`src/rtl/noise_burst_generator_assert.svh`:
```
// Assertion macros used by the noise burst generator top level.
`ifndef NOISE_BURST_GENERATOR_ASSERT_SVH
`define NOISE_BURST_GENERATOR_ASSERT_SVH

// Same-cycle implication, disabled while reset is held.
`define NBG_ASSERT_IMP(lbl, ck, rn, ante, cons, msg) \
  lbl: assert property (@(posedge ck) disable iff (!rn) (ante) |-> (cons)) \
    else $error(msg);

// Next-cycle implication, disabled while reset is held.
`define NBG_ASSERT_NXT(lbl, ck, rn, ante, cons, msg) \
  lbl: assert property (@(posedge ck) disable iff (!rn) (ante) |=> (cons)) \
    else $error(msg);

`endif

```
`src/rtl/nbg_pkg.sv`:
```
// Package with shared types and constants of the noise burst generator.
`default_nettype none
package nbg_pkg;

  localparam int SEED_W     = 32;
  localparam int FRAMES_W   = 20;
  localparam int GAIN_W     = 16;
  localparam int SAMPLE_W   = 16;
  localparam int CFG_IDX_W  = 2;
  localparam int CFG_DATA_W = 32;

  // Magnitude after gain is Q0.31 and always below 2^31.
  localparam int MAG_W      = 31;
  localparam int NOISE_W    = 16;
  localparam int DIVIDEND_W = MAG_W + FRAMES_W;
  localparam int DIV_CNT_W  = 5;
  localparam logic [DIV_CNT_W-1:0] DIV_LAST = DIV_CNT_W'(MAG_W - 1);

  localparam logic [CFG_IDX_W-1:0] CFG_SEED   = 2'd0;
  localparam logic [CFG_IDX_W-1:0] CFG_FRAMES = 2'd1;
  localparam logic [CFG_IDX_W-1:0] CFG_GAIN   = 2'd2;

  localparam logic [SEED_W-1:0]   SEED_RST   = 32'd1;
  localparam logic [FRAMES_W-1:0] FRAMES_RST = 20'd3308;
  localparam logic [GAIN_W-1:0]   GAIN_RST   = 16'd14418;

  localparam logic [SEED_W-1:0] LCG_MUL = 32'd1664525;
  localparam logic [SEED_W-1:0] LCG_ADD = 32'd1013904223;

  localparam logic [NOISE_W-1:0] NOISE_MID = 16'h8000;

  // Attack length floor(F*8/100) = floor(F*2/25), taken as F * 2*ceil(2^26/25) >> 26,
  // which is exact for every F below 2^20.
  localparam int ALEN_MUL_W  = 23;
  localparam int ALEN_SHIFT  = 26;
  localparam int ALEN_PROD_W = FRAMES_W + ALEN_MUL_W;
  localparam logic [ALEN_MUL_W-1:0] ALEN_MUL = 23'd5368710;

  typedef struct packed {
    logic load;
    logic lcg;
    logic mag;
    logic gain;
    logic amul;
    logic rmul;
    logic div_step;
    logic emit;
  } nbg_cmd_t;

  typedef struct packed {
    logic burst_done;
    logic attack;
    logic div_last;
  } nbg_stat_t;

endpackage
`default_nettype wire

```
`src/rtl/nbg_in_if.sv`:
```
// Input channel: one beat per sample tick, carrying the restart flag.
`default_nettype none
interface nbg_in_if;
  logic valid;
  logic ready;
  logic restart;

  modport source (output valid, output restart, input ready);
  modport sink (input valid, input restart, output ready);
endinterface
`default_nettype wire

```
`src/rtl/nbg_out_if.sv`:
```
// Output channel: one beat per sample with the last and idle flags.
`default_nettype none
interface nbg_out_if;
  logic                                  valid;
  logic                                  ready;
  logic signed [nbg_pkg::SAMPLE_W-1:0]   sample;
  logic                                  last;
  logic                                  idle;

  modport source (output valid, output sample, output last, output idle, input ready);
  modport sink (input valid, input sample, input last, input idle, output ready);
endinterface
`default_nettype wire

```
`src/rtl/nbg_ctrl.sv`:
```
// Controller state machine: sequences the datapath and owns the output valid.
`default_nettype none
module nbg_ctrl (
  input  wire                 clk,
  input  wire                 rst_n,
  input  wire                 in_valid,
  input  wire                 in_restart,
  output logic                in_ready,
  input  wire                 out_ready,
  output logic                out_valid,
  output nbg_pkg::nbg_cmd_t   cmd,
  input  nbg_pkg::nbg_stat_t  st
);

  typedef enum logic [8:0] {
    S_IDLE = 9'b000000001,
    S_LCG  = 9'b000000010,
    S_MAG  = 9'b000000100,
    S_GAIN = 9'b000001000,
    S_AMUL = 9'b000010000,
    S_ADIV = 9'b000100000,
    S_RMUL = 9'b001000000,
    S_RDIV = 9'b010000000,
    S_EMIT = 9'b100000000
  } state_t;

  state_t state_r, state_nxt;
  logic   out_valid_r, out_valid_nxt;
  logic   out_free;

  assign in_ready  = (state_r == S_IDLE);
  assign out_valid = out_valid_r;
  assign out_free  = !out_valid_r || out_ready;

  always_comb begin
    state_nxt = state_r;
    cmd       = '0;
    unique case (state_r)
      S_IDLE: begin
        if (in_valid) begin
          cmd.load = 1'b1;
          // A finished burst with no restart gives a silent beat at once.
          state_nxt = (st.burst_done && !in_restart) ? S_EMIT : S_LCG;
        end
      end
      S_LCG: begin
        cmd.lcg   = 1'b1;
        state_nxt = S_MAG;
      end
      S_MAG: begin
        cmd.mag   = 1'b1;
        state_nxt = S_GAIN;
      end
      S_GAIN: begin
        cmd.gain  = 1'b1;
        state_nxt = st.attack ? S_AMUL : S_RMUL;
      end
      S_AMUL: begin
        cmd.amul  = 1'b1;
        state_nxt = S_ADIV;
      end
      S_ADIV: begin
        cmd.div_step = 1'b1;
        if (st.div_last) state_nxt = S_RMUL;
      end
      S_RMUL: begin
        cmd.rmul  = 1'b1;
        state_nxt = S_RDIV;
      end
      S_RDIV: begin
        cmd.div_step = 1'b1;
        if (st.div_last) state_nxt = S_EMIT;
      end
      S_EMIT: begin
        if (out_free) begin
          cmd.emit  = 1'b1;
          state_nxt = S_IDLE;
        end
      end
      default: state_nxt = S_IDLE;
    endcase
  end

  always_comb begin
    if (cmd.emit) out_valid_nxt = 1'b1;
    else if (out_ready) out_valid_nxt = 1'b0;
    else out_valid_nxt = out_valid_r;
  end

  always_ff @(posedge clk) begin
    if (!rst_n) begin
      state_r     <= S_IDLE;
      out_valid_r <= 1'b0;
    end else begin
      state_r     <= state_nxt;
      out_valid_r <= out_valid_nxt;
    end
  end

endmodule
`default_nettype wire

```
`src/rtl/nbg_dp.sv`:
```
// Datapath: configuration registers, LCG, gain, shared multiplier and radix-2 divider.
`default_nettype none
module nbg_dp #(
  parameter int FRAME_BITS = 20
) (
  input  wire                                       clk,
  input  wire                                       rst_n,
  input  wire                                       cfg_we,
  input  wire  [nbg_pkg::CFG_IDX_W-1:0]             cfg_idx,
  input  wire  [nbg_pkg::CFG_DATA_W-1:0]            cfg_data,
  input  wire                                       in_restart,
  input  nbg_pkg::nbg_cmd_t                         cmd,
  output nbg_pkg::nbg_stat_t                        st,
  output logic signed [nbg_pkg::SAMPLE_W-1:0]       out_sample,
  output logic                                      out_last,
  output logic                                      out_idle
);

  localparam int FW = nbg_pkg::FRAMES_W;
  localparam int MW = nbg_pkg::MAG_W;
  localparam int DW = nbg_pkg::DIVIDEND_W;
  localparam int CW = (FRAME_BITS > FW) ? FRAME_BITS : FW;
  localparam logic [CW-1:0] FMASK = CW'({FRAME_BITS{1'b1}});

  // Configuration and burst state.
  logic [nbg_pkg::SEED_W-1:0] seed_r, seed_nxt;
  logic [FW-1:0]              burst_r, burst_nxt;
  logic [nbg_pkg::GAIN_W-1:0] gain_r, gain_nxt;
  logic [nbg_pkg::SEED_W-1:0] lcg_r, lcg_nxt;
  logic [FRAME_BITS-1:0]      idx_r, idx_nxt;
  logic                       done_r, done_nxt;

  // Per-sample working registers.
  logic [FW-1:0]                     frames_r, frames_nxt;
  logic [nbg_pkg::ALEN_PROD_W-1:0]   aprod_r, aprod_nxt;
  logic [FW-1:0]                     alen_r, alen_nxt;
  logic [nbg_pkg::NOISE_W-1:0]       mag_r, mag_nxt;
  logic                              neg_r, neg_nxt;
  logic [MW-1:0]                     m_r, m_nxt;
  logic [FW-1:0]                     rem_r, rem_nxt;
  logic [MW-1:0]                     dq_r, dq_nxt;
  logic [FW-1:0]                     dvs_r, dvs_nxt;
  logic [nbg_pkg::DIV_CNT_W-1:0]     cnt_r, cnt_nxt;
  logic signed [nbg_pkg::SAMPLE_W-1:0] sample_r, sample_nxt;
  logic                              last_r, last_nxt;
  logic                              idle_r, idle_nxt;

  logic [CW-1:0]                 i_ext, frames_ext, alen_ext, burst_ext;
  logic [CW:0]                   i_inc;
  logic [FW-1:0]                 frames_eff, rel, mul_b;
  logic [DW-1:0]                 prod;
  logic [FW+1:0]                 diff;
  logic                          qbit, div_last, is_last;
  logic [nbg_pkg::NOISE_W-1:0]   raw;
  logic [2*nbg_pkg::GAIN_W-1:0]  gprod;
  logic [nbg_pkg::SAMPLE_W-1:0]  mag_out;
  logic [FW-1:0]                 alen_raw;

  assign i_ext      = CW'(idx_r);
  assign frames_ext = CW'(frames_r);
  assign alen_ext   = CW'(alen_r);
  assign burst_ext  = CW'(burst_r);
  assign i_inc      = {1'b0, i_ext} + {{CW{1'b0}}, 1'b1};

  // Effective length: saturate to the frame counter, and zero acts as one.
  always_comb begin
    frames_eff = (burst_ext > FMASK) ? FMASK[FW-1:0] : burst_r;
    if (frames_eff == '0) frames_eff = {{(FW-1){1'b0}}, 1'b1};
  end

  assign rel   = (frames_ext > i_ext) ? (frames_r - i_ext[FW-1:0]) : '0;
  // The attack index is only used while it lies below the attack length.
  assign mul_b = cmd.amul ? i_ext[FW-1:0] : rel;
  assign prod  = m_r * mul_b;

  // One restoring division step: the quotient is known to fit in MW bits.
  assign diff     = {1'b0, rem_r, dq_r[MW-1]} - {2'b00, dvs_r};
  assign qbit     = !diff[FW+1];
  assign div_last = (cnt_r == nbg_pkg::DIV_LAST);

  assign raw      = lcg_r[23:8];
  assign gprod    = mag_r * gain_r;
  assign mag_out  = {1'b0, m_r[MW-1:nbg_pkg::SAMPLE_W]};
  assign alen_raw = FW'(aprod_r[nbg_pkg::ALEN_PROD_W-1:nbg_pkg::ALEN_SHIFT]);
  assign is_last  = (i_inc >= {1'b0, frames_ext});

  assign st.burst_done = done_r;
  assign st.attack     = (i_ext < alen_ext);
  assign st.div_last   = div_last;

  always_comb begin
    seed_nxt   = seed_r;
    burst_nxt  = burst_r;
    gain_nxt   = gain_r;
    lcg_nxt    = lcg_r;
    idx_nxt    = idx_r;
    done_nxt   = done_r;
    frames_nxt = frames_r;
    aprod_nxt  = aprod_r;
    alen_nxt   = alen_r;
    mag_nxt    = mag_r;
    neg_nxt    = neg_r;
    m_nxt      = m_r;
    rem_nxt    = rem_r;
    dq_nxt     = dq_r;
    dvs_nxt    = dvs_r;
    cnt_nxt    = cnt_r;
    sample_nxt = sample_r;
    last_nxt   = last_r;
    idle_nxt   = idle_r;

    if (cfg_we) begin
      unique case (cfg_idx)
        nbg_pkg::CFG_SEED:   seed_nxt  = cfg_data;
        nbg_pkg::CFG_FRAMES: burst_nxt = cfg_data[FW-1:0];
        nbg_pkg::CFG_GAIN:   gain_nxt  = cfg_data[nbg_pkg::GAIN_W-1:0];
        default: ;
      endcase
    end

    if (cmd.load) begin
      frames_nxt = frames_eff;
      if (in_restart) begin
        lcg_nxt  = (seed_r == '0) ? nbg_pkg::SEED_RST : seed_r;
        idx_nxt  = '0;
        done_nxt = 1'b0;
      end
    end

    if (cmd.lcg) begin
      lcg_nxt   = lcg_r * nbg_pkg::LCG_MUL + nbg_pkg::LCG_ADD;
      aprod_nxt = frames_r * nbg_pkg::ALEN_MUL;
    end

    if (cmd.mag) begin
      neg_nxt  = !raw[nbg_pkg::NOISE_W-1];
      mag_nxt  = raw[nbg_pkg::NOISE_W-1] ? (raw - nbg_pkg::NOISE_MID)
                                          : (nbg_pkg::NOISE_MID - raw);
      alen_nxt = (alen_raw == '0) ? {{(FW-1){1'b0}}, 1'b1} : alen_raw;
    end

    if (cmd.gain) m_nxt = gprod[MW-1:0];

    if (cmd.amul || cmd.rmul) begin
      rem_nxt = prod[DW-1:MW];
      dq_nxt  = prod[MW-1:0];
      dvs_nxt = cmd.amul ? alen_r : frames_r;
      cnt_nxt = '0;
    end

    if (cmd.div_step) begin
      rem_nxt = qbit ? diff[FW-1:0] : {rem_r[FW-2:0], dq_r[MW-1]};
      dq_nxt  = {dq_r[MW-2:0], qbit};
      cnt_nxt = cnt_r + {{(nbg_pkg::DIV_CNT_W-1){1'b0}}, 1'b1};
      if (div_last) m_nxt = {dq_r[MW-2:0], qbit};
    end

    if (cmd.emit) begin
      if (done_r) begin
        sample_nxt = '0;
        last_nxt   = 1'b0;
        idle_nxt   = 1'b1;
      end else begin
        sample_nxt = neg_r ? signed'(~mag_out + 16'd1) : signed'(mag_out);
        last_nxt   = is_last;
        idle_nxt   = 1'b0;
        if (is_last) done_nxt = 1'b1;
        else idx_nxt = idx_r + {{(FRAME_BITS-1){1'b0}}, 1'b1};
      end
    end
  end

  always_ff @(posedge clk) begin
    if (!rst_n) begin
      seed_r  <= nbg_pkg::SEED_RST;
      burst_r <= nbg_pkg::FRAMES_RST;
      gain_r  <= nbg_pkg::GAIN_RST;
      lcg_r   <= nbg_pkg::SEED_RST;
      idx_r   <= '0;
      done_r  <= 1'b1;
    end else begin
      seed_r  <= seed_nxt;
      burst_r <= burst_nxt;
      gain_r  <= gain_nxt;
      lcg_r   <= lcg_nxt;
      idx_r   <= idx_nxt;
      done_r  <= done_nxt;
    end
  end

  always_ff @(posedge clk) begin
    frames_r <= frames_nxt;
    aprod_r  <= aprod_nxt;
    alen_r   <= alen_nxt;
    mag_r    <= mag_nxt;
    neg_r    <= neg_nxt;
    m_r      <= m_nxt;
    rem_r    <= rem_nxt;
    dq_r     <= dq_nxt;
    dvs_r    <= dvs_nxt;
    cnt_r    <= cnt_nxt;
    sample_r <= sample_nxt;
    last_r   <= last_nxt;
    idle_r   <= idle_nxt;
  end

  assign out_sample = sample_r;
  assign out_last   = last_r;
  assign out_idle   = idle_r;

endmodule
`default_nettype wire

```
`src/rtl/noise_burst_generator.sv`:
```
// An accepted beat steps through LCG, magnitude, gain, attack multiply and divide (during the
// attack ramp only), release multiply and divide, and emit; a silent beat goes straight to emit.
// No new beat is taken until the last one is emitted, and emit waits while the output is held.
// The shared radix-2 divider takes 31 steps per division, two in the attack ramp, one after it.
// Reset: synchronous, active low; registers return to seed 1, length 3308, gain 14418,
// and the generator is idle with no burst active.
`default_nettype none
`include "noise_burst_generator_assert.svh"
module noise_burst_generator #(
  parameter int FRAME_BITS = 20
) (
  input  wire                               clk,
  input  wire                               rst_n,
  nbg_in_if.sink                            in_ch,
  nbg_out_if.source                         out_ch,
  input  wire                               cfg_we,
  input  wire  [nbg_pkg::CFG_IDX_W-1:0]     cfg_idx,
  input  wire  [nbg_pkg::CFG_DATA_W-1:0]    cfg_data
);

  nbg_pkg::nbg_cmd_t  cmd;
  nbg_pkg::nbg_stat_t st;

  nbg_ctrl u_ctrl (
    .clk        (clk),
    .rst_n      (rst_n),
    .in_valid   (in_ch.valid),
    .in_restart (in_ch.restart),
    .in_ready   (in_ch.ready),
    .out_ready  (out_ch.ready),
    .out_valid  (out_ch.valid),
    .cmd        (cmd),
    .st         (st)
  );

  nbg_dp #(
    .FRAME_BITS (FRAME_BITS)
  ) u_dp (
    .clk        (clk),
    .rst_n      (rst_n),
    .cfg_we     (cfg_we),
    .cfg_idx    (cfg_idx),
    .cfg_data   (cfg_data),
    .in_restart (in_ch.restart),
    .cmd        (cmd),
    .st         (st),
    .out_sample (out_ch.sample),
    .out_last   (out_ch.last),
    .out_idle   (out_ch.idle)
  );

  // A silent beat never carries a sample or the end-of-burst flag.
  `NBG_ASSERT_IMP(a_idle_silent, clk, rst_n, out_ch.valid && out_ch.idle, out_ch.sample == '0 && !out_ch.last, "idle beat carries data")
  // One beat at a time: the input closes as soon as a beat is taken.
  `NBG_ASSERT_NXT(a_busy_after_accept, clk, rst_n, in_ch.valid && in_ch.ready, !in_ch.ready, "input open while a beat is in work")
  // Every finished sample shows up as an output beat in the next cycle.
  `NBG_ASSERT_NXT(a_emit_valid, clk, rst_n, cmd.emit, out_ch.valid, "finished sample not presented")

endmodule
`default_nettype wire
```
`src/flat_wrapper.sv`:
```
// flat-port wrapper written by rule: the top's interface ports become plain ports
module noise_burst_generator_flat 
#(
  parameter int FRAME_BITS = 20
)
  (clk, rst_n, cfg_we, cfg_idx, cfg_data, in_ch_valid, in_ch_restart, in_ch_ready, out_ch_valid, out_ch_sample, out_ch_last, out_ch_idle, out_ch_ready);
  nbg_in_if in_ch_i ();
  nbg_out_if out_ch_i ();
  input  wire clk;
  input  wire rst_n;
  input  wire cfg_we;
  input  wire  [nbg_pkg::CFG_IDX_W-1:0] cfg_idx;
  input  wire  [nbg_pkg::CFG_DATA_W-1:0] cfg_data;
  input wire logic [$bits(in_ch_i.valid)-1:0] in_ch_valid;
  input wire logic [$bits(in_ch_i.restart)-1:0] in_ch_restart;
  output wire logic [$bits(in_ch_i.ready)-1:0] in_ch_ready;
  output wire logic [$bits(out_ch_i.valid)-1:0] out_ch_valid;
  output wire logic [$bits(out_ch_i.sample)-1:0] out_ch_sample;
  output wire logic [$bits(out_ch_i.last)-1:0] out_ch_last;
  output wire logic [$bits(out_ch_i.idle)-1:0] out_ch_idle;
  input wire logic [$bits(out_ch_i.ready)-1:0] out_ch_ready;
  assign in_ch_i.valid = in_ch_valid;
  assign in_ch_i.restart = in_ch_restart;
  assign in_ch_ready = in_ch_i.ready;
  assign out_ch_valid = out_ch_i.valid;
  assign out_ch_sample = out_ch_i.sample;
  assign out_ch_last = out_ch_i.last;
  assign out_ch_idle = out_ch_i.idle;
  assign out_ch_i.ready = out_ch_ready;
  noise_burst_generator #(.FRAME_BITS(FRAME_BITS)) u_core (.clk(clk), .rst_n(rst_n), .in_ch(in_ch_i), .out_ch(out_ch_i), .cfg_we(cfg_we), .cfg_idx(cfg_idx), .cfg_data(cfg_data));
endmodule
```
`config.mk`:
```
export PLATFORM = sky130hd
export DESIGN_NAME = noise_burst_generator_flat
export DESIGN_NICKNAME = d
export VERILOG_FILES = /design/src/rtl/nbg_pkg.sv /design/src/rtl/nbg_in_if.sv /design/src/rtl/nbg_out_if.sv /design/src/rtl/nbg_ctrl.sv /design/src/rtl/nbg_dp.sv /design/src/rtl/noise_burst_generator.sv /design/src/flat_wrapper.sv
export VERILOG_INCLUDE_DIRS = /design/src /design/src/rtl
export SDC_FILE = /design/constraint.sdc
export NUM_CORES = 2
export LEC_CHECK = 0
export BUFFER_PORTS_ARGS = -buffer_cell sky130_fd_sc_hd__buf_2
export CORE_ASPECT_RATIO = 0.75
export CORE_MARGIN = 1.5
export CORE_UTILIZATION = 23
export CTS_BUF_LIST = sky130_fd_sc_hd__clkbuf_8 sky130_fd_sc_hd__clkbuf_16
export DETAILED_ROUTE_END_ITERATION = 10
export PLACE_DENSITY = 0.43
export RECOVER_POWER = 100
export SLEW_MARGIN = 20
export SYNTH_ARGS = -nofsm -noshare
export SYNTH_HDL_FRONTEND = slang
export SYNTH_HIERARCHICAL = 1
export SYNTH_SLANG_ARGS = --single-unit
```
`constraint.sdc`:
```
create_clock -name clk -period 22.5 [get_ports clk]
set_input_delay 1.125 -clock clk [delete_from_list [all_inputs] [get_ports clk]]
set_output_delay 1.125 -clock clk [all_outputs]
set_load 0.005 [all_outputs]
```
# After elaboration in Yosys (flattened, before gate mapping)
# Index checks and enable logic that the tools add are counted.
# Widths: inputs -> output; s select.
[op_classes]
n_addsub = 9
multipliers = 4
magnitude_cmp = 4
eq_ne = 16
n_mux = 50
bitwise = 2
reduce_logical = 22
[ops]
columns = ["operator", "count"]
rows = [
  ["$mux 20", 12],
  ["$mux 31", 5],
  ["$mux 32", 4],
  ["$pmux 9 s9", 1],
  ["$mul 31x20->51", 1],
  ["$mux 9", 5],
  ["$mul 20x22->42 const B", 1],
  ["$logic_not 20->1", 2],
  ["$add 32x30->32 const B", 1],
  ["$logic_not 32->1", 1],
  ["$mul 32x21->32 const B", 1],
  ["$mul 16x16->31", 1],
  ["$sub 21x20->22", 1],
  ["$add 20x1->21 const B", 1],
  ["$ge 21x20->1", 1],
  ["$add 20x1->20 const B", 1],
  ["$gt 20x20->1", 1],
  ["$gt 20x20->1 const B", 1],
  ["$lt 20x20->1", 1],
  ["$sub 20x20->20", 1],
  ["$mux 1", 18],
  ["$add 16x1->16 const B", 1],
  ["$mux 16", 1],
  ["$not 15->16", 1],
  ["28 further kinds", 43],
]
[word_totals]
reg_bits = 355
input_bits = 40
wordCells = 130

# Depth between registers and ports, before layout
[depth]
word_depth = 6
ltp_mapped = 40
mapped_depth_nobuf = 38

# By module
# Netlist, hierarchy kept.
[modules_own_cells]
columns = ["mod", "n_inst", "cells_each", "area_each_um2", "seq_area_each_um2"]
rows = [
  ["nbg_dp", 1, 6095, 55284.3, 7837.5],
  ["nbg_ctrl", 1, 82, 725.7, 200.2],
]

# Worst setup path after synthesis
# No wires, ideal clock.
[synth_path]
path_type = "register to register"
from = "register u_core.u_dp.frames_r[0] (netlist: u_core/u_dp/frames_ext[0])"
to = "register u_core.u_dp.rem_r[19], data pin"
setup_time_ns = 0.265
arrival_ns = 10.090
required_ns = 22.235
setup_slack_ns = 12.145
stages_incl_launch_ff = 40
path_buffers = 2
synth_period_minus_slack_ns = 10.355
path_cell_list = "edfxtp_1 -> inv_1 -> ha_1 -> inv_1 -> fa_1 -> a21o_1 -> a21oi_1 -> o21bai_1 -> a2111oi_0 -> nor2_1 -> a221oi_2 -> a21oi_1 -> clkbuf_1 -> a22o_1 -> clkbuf_1 -> and2_1 -> fa_1 -> fa_1 -> [... 4 more ...] -> inv_1 -> fa_1 -> inv_1 -> fa_1 -> inv_1 -> fa_1 -> inv_1 -> ha_1 -> nand2_1 -> o21ai_0 -> a21oi_1 -> o32ai_4 -> a2111oi_2 -> or4_4 -> a2111o_1 -> a31oi_2 -> or3_1 -> nand3_1"
[synth_between]
elab_chain_len = 6
elab_cells_between_ends = 7
cone_classes = "add/sub (1); mul (1); order compare (1); mux (4)"
[synth_lines]
columns = ["element", "line_no", "rtl"]
rows = [
  ["start, declared", "nbg_dp.sv:34", "logic [FW-1:0] frames_r, frames_nxt;"],
  ["start signal, assigned", "nbg_dp.sv:192", "frames_r <= frames_nxt;"],
  ["$sub 20x20->20 or $gt 20x20->1 (tied branches)", "nbg_dp.sv:71", "assign rel = (frames_ext > i_ext) ? (frames_r - i_ext[FW-1:0]) : '0;"],
  ["$mux 20 *", "nbg_dp.sv:71", ""],
  ["$mux 20 *", "nbg_dp.sv:73", "assign mul_b = cmd.amul ? i_ext[FW-1:0] : rel;"],
  ["$mul 31x20->51 *", "nbg_dp.sv:74", "assign prod = m_r * mul_b;"],
  ["$mux 20 *", "nbg_dp.sv:144", "if (cmd.amul || cmd.rmul) begin"],
  ["$mux 20 *", "nbg_dp.sv:151", "if (cmd.div_step) begin"],
  ["named net u_core.u_dp.rem_nxt[19]", "nbg_dp.sv:40", "logic [FW-1:0] rem_r, rem_nxt;"],
  ["end signal, assigned", "nbg_dp.sv:198", "rem_r <= rem_nxt;"],
  ["end, declared", "nbg_dp.sv:40", ""],
]
# Mark *: on every way through the listed nets, which the timed path passes. The rest lies on a longest branch. The select of a mux whose other input is x is not followed.
# A chain may end at the register's enable or synchronous reset.

==> key figures <==
Run status
  • Outcome: finished, violations left
  • Failing checks: capacitance limit, slew limit

Critical path
  • Reg2reg setup slack: 8890 ps
  • Worst-path maximum fanout: 64
  • R2R Path Start: u_core/u_ctrl/state_r[2]
  • Cells on worst reg2reg path: 32
  • Critical Path AT: 14070 ps
  • Crit path from: u_core/u_ctrl/state_r[2]
  • Critical Path Start Type: register
  • Critical Path Max Stage Delay: 1960 ps
  • R2R Path End: u_core/u_dp/rem_r[19]
  • Crit. End Element: register
  • Critical path buffer and inverter count: 8
  • Required time of the critical path: 22960 ps
  • Most frequent CP cell: fa_1
  • CP Class: register to register
  • Slowest stage cell on the critical path: clkbuf_1
  • Worst path top cell family by delay: adder cells

Logic synthesis
  • Ys async rst share: 0%
  • Post-synth EDFFs: 165
  • Cell Area, Synth: 56000 um^2
  • Yosys top cell area share: 33.5%
  • Mean Syn Cell Area: 9.07 um^2
  • YS warnings: 6
  • Post-synthesis sequential area ratio: 14.4%
  • Syn Nets: 7823
  • Cell taking the most area after synthesis: fa_1
  • List of most frequent post-synthesis cells: inv_1, fa_1, nand2_1
  • FF+latch count, synth: 319
  • Most frequent cell after synthesis: inv_1
  • Prevailing post-synth register cell: edfxtp_1
  • Cell count after synthesis: 6177
  • Dominant cells by area after synthesis: fa_1, ha_1, edfxtp_1
  • Yosys cell types: 91

STA
  • Worst clock skew: 39.2 ps
  • Fin Setup TNS: 0 ps
  • RSZ-0062 raised after global routing: no
  • Final Setup Violations: 0
  • Final min period: 13610 ps
  • Max-slew violation count: 596
  • Final Hold Viols: 0
  • Tightest Pin Transition: 4160 ps
  • Slew headroom: -177%
  • Final worst slack: 8890 ps
  • Final period util: 60.5%
  • Peak Freq: 73.5 MHz

Final layout
  • Layout cells sized above 1: 3.21%
  • Area grow syn2layout: 8.71%
  • Fill count: 26200
  • Seq. cell area: 8040 um^2
  • Final instance area: 60900 um^2
  • Area of the multi-input gates: 41800 um^2
  • Finished Layout Cells: 9322
  • Nets@finish: 7696

Die
  • Die area: 247000 um^2
  • I/O pins: 60
  • Die Width: 573 um
  • Row count: 156
  • Area of the core: 242000 um^2
  • Die Ht: 430 um
  • Starting Density: 23.2%

CTS
  • CTS Buf Count: 40
  • CTS tree: yes
  • Cts hold-fix bufs: 0
  • Post_cts resized: 0
  • CTS Buffer Depth: 3
  • H-Tree Depth: 2
  • Setup repair bufs after CTS: 0
  • Clk_lat worst skew: 610 ps
  • Clk slew on worst S/H paths: 70 ps
  • CTS root buf: clkbuf_16
  • Clock sinks: 319

Placed design
  • Dpl cell area: 59800 um^2
  • Final HPWL DP: 140000 um
  • Routability cong.: 0.867
  • # port buffers: 59
  • Dpl cells: 9247
  • Worst slack at placement: 10650 ps

Job
  • Max-cap viol count: 16

Global routing
  • Total track usage: 14.2%
  • First-pass GRT wire length: 270000 um
  • Vias in the first global route: 43000
  • Initial antenna violation count: 10
  • Largest net degree at the start of global routing: 79
  • Gr ovfl total: 0

Power
  • Leakage: 28.9 nW
  • Worst VDD drop: 0.000315 V
  • PD cells: 87.1 nW/um^2

Detailed routing
  • Avg Vias per Cell: 4.38
  • 1st-iter DRT viols: 2854
  • Via count: 40800
  • Post-route DRC: 0
  • Post-Route WL: 173000 um
  • Avg WL per Cell: 18.6 um
  • Router iterations before antenna repair: 5
  • Final ANT Viol Nets: 0

Hold path
  • WHS Path Cells: 2
  • Hold WC Path Type: register to register
  • Hold_sp: u_core/u_dp/seed_r[26]
  • Worst hold endpoint: u_core/u_dp/seed_r[26]
tightest hold or removal path, delay by kind of cell (launching register included):
kind	cells	cell delay, ps
AO/OA/AOI/OAI	1	50
flip-flops	1	310
AND/OR/NAND/NOR	1	50
logic make-up (layout without fill, tap and decap cells):
kind of cell	after synthesis	after routing	synth area share, %
compound gates	724	724	8.27
xor+xnor	200	200	3.13
fa+ha+maj	1606	1606	48.4
buf+inv	1620	1522	10.9
flops	319	319	14.4
mux	31	31	0.572
other cells	0	4	0
simple gates	1677	1677	14.3
sequential cells by signal, summed over array words and instances (netlist names):
name	flops
u_core/u_dp/out_last	1
u_core/u_dp/alen_ext	17
u_core/u_dp/done_r	1
u_core/u_dp/seed_r	32
u_core/u_ctrl/out_valid	1
u_core/u_dp/out_idle	1
u_core/u_dp/gain_r	16
u_core/u_dp/i_ext	20
u_core/u_dp/dq_r	31
u_core/u_dp/frames_ext	20
u_core/u_dp/cnt_r	5
u_core/u_dp/m_r	31
u_core/u_dp/out_sample	16
u_core/u_dp/lcg_r	24
u_core/u_dp/neg_r	1
u_core/u_dp/rem_r	20
u_core/u_dp/burst_ext	20
u_core/u_dp/dvs_r	20
u_core/u_dp/mag_r	16
u_core/u_dp/aprod_r	17
u_core/u_ctrl/state_r	9
metrics by stage:
stage | power (mW) | hold WS [ps] | utilization, %
4_1_cts | 5.42 | 458 | 25.3
3_5_place_dp | 4.71 | 441 | 24.7
5_1_grt | 5.94 | 474 | 25.2
3_3_place_gp | 4.68 | 433 | 24.7
6_report | 5.30 | 456 | 25.2
2_1_floorplan | 3.41 | 436 | -
per-layer routing:
layer | GRT usage (%) | routed length, um
met1 | 23.4 | 94500
met4 | 1.21 | 1250
met2 | 19.6 | 66800
met5 | 0 | 13
met3 | 2.17 | 10300
cell usage in the layout, fill, tap and decap left out, types with 10 or more instances in the layout:
cell type,instances
and2_1,351
o41ai_1,14
inv_1,1326
nand2b_1,25
nor2_1,170
nand2_1,833
and2_0,11
a31oi_1,20
and4_1,12
clkbuf_1,32
mux2i_1,23
clkbuf_16,42
a21o_1,72
or3_1,10
buf_2,44
fa_1,937
xor2_1,57
nand4_1,22
a21oi_1,239
ha_1,669
a221oi_1,10
nand3_1,82
and3_1,17
o21a_1,23
edfxtp_1,165
xnor2_1,143
o31ai_1,24
o21bai_1,19
a22o_1,18
buf_4,55
nor2b_1,25
o211ai_1,10
a211oi_1,37
nor3_1,41
dfxtp_1,154
o21ai_0,147
nor4_1,30
layout make-up:
class                   instances  area share, %
multi-input cells            4238           68.6
flip-flops and latches        319           13.2
inverters                    1320           8.14
well taps                    3239           6.66
clock buffers                  46           1.82
repair buffers                131           1.24
clock inverters                25          0.300
diodes                          4         0.0164
how the worst max path moves through the flow:
stage,endpoint,depth (start not counted),slack [ps]
5_1_grt,u_core/u_dp/rem_r[19],32,7740
3_5_place_dp,u_core/u_dp/rem_r[19],36,10650
6_report,u_core/u_dp/rem_r[19],32,8890
2_1_floorplan,u_core/u_dp/rem_r[19],39,12140
3_3_place_gp,u_core/u_dp/rem_r[19],39,10700
4_1_cts,u_core/u_dp/rem_r[19],36,10610
power by group:
part / total [mW] / internal [mW] / switching, mW
sequential: 0.781 / 0.736 / 0.0453
clock: 0.660 / 0.374 / 0.286
combinational: 3.86 / 1.52 / 2.34
total: 5.30 / 2.63 / 2.67
Note: power is estimated with default switching activity, not from simulation.
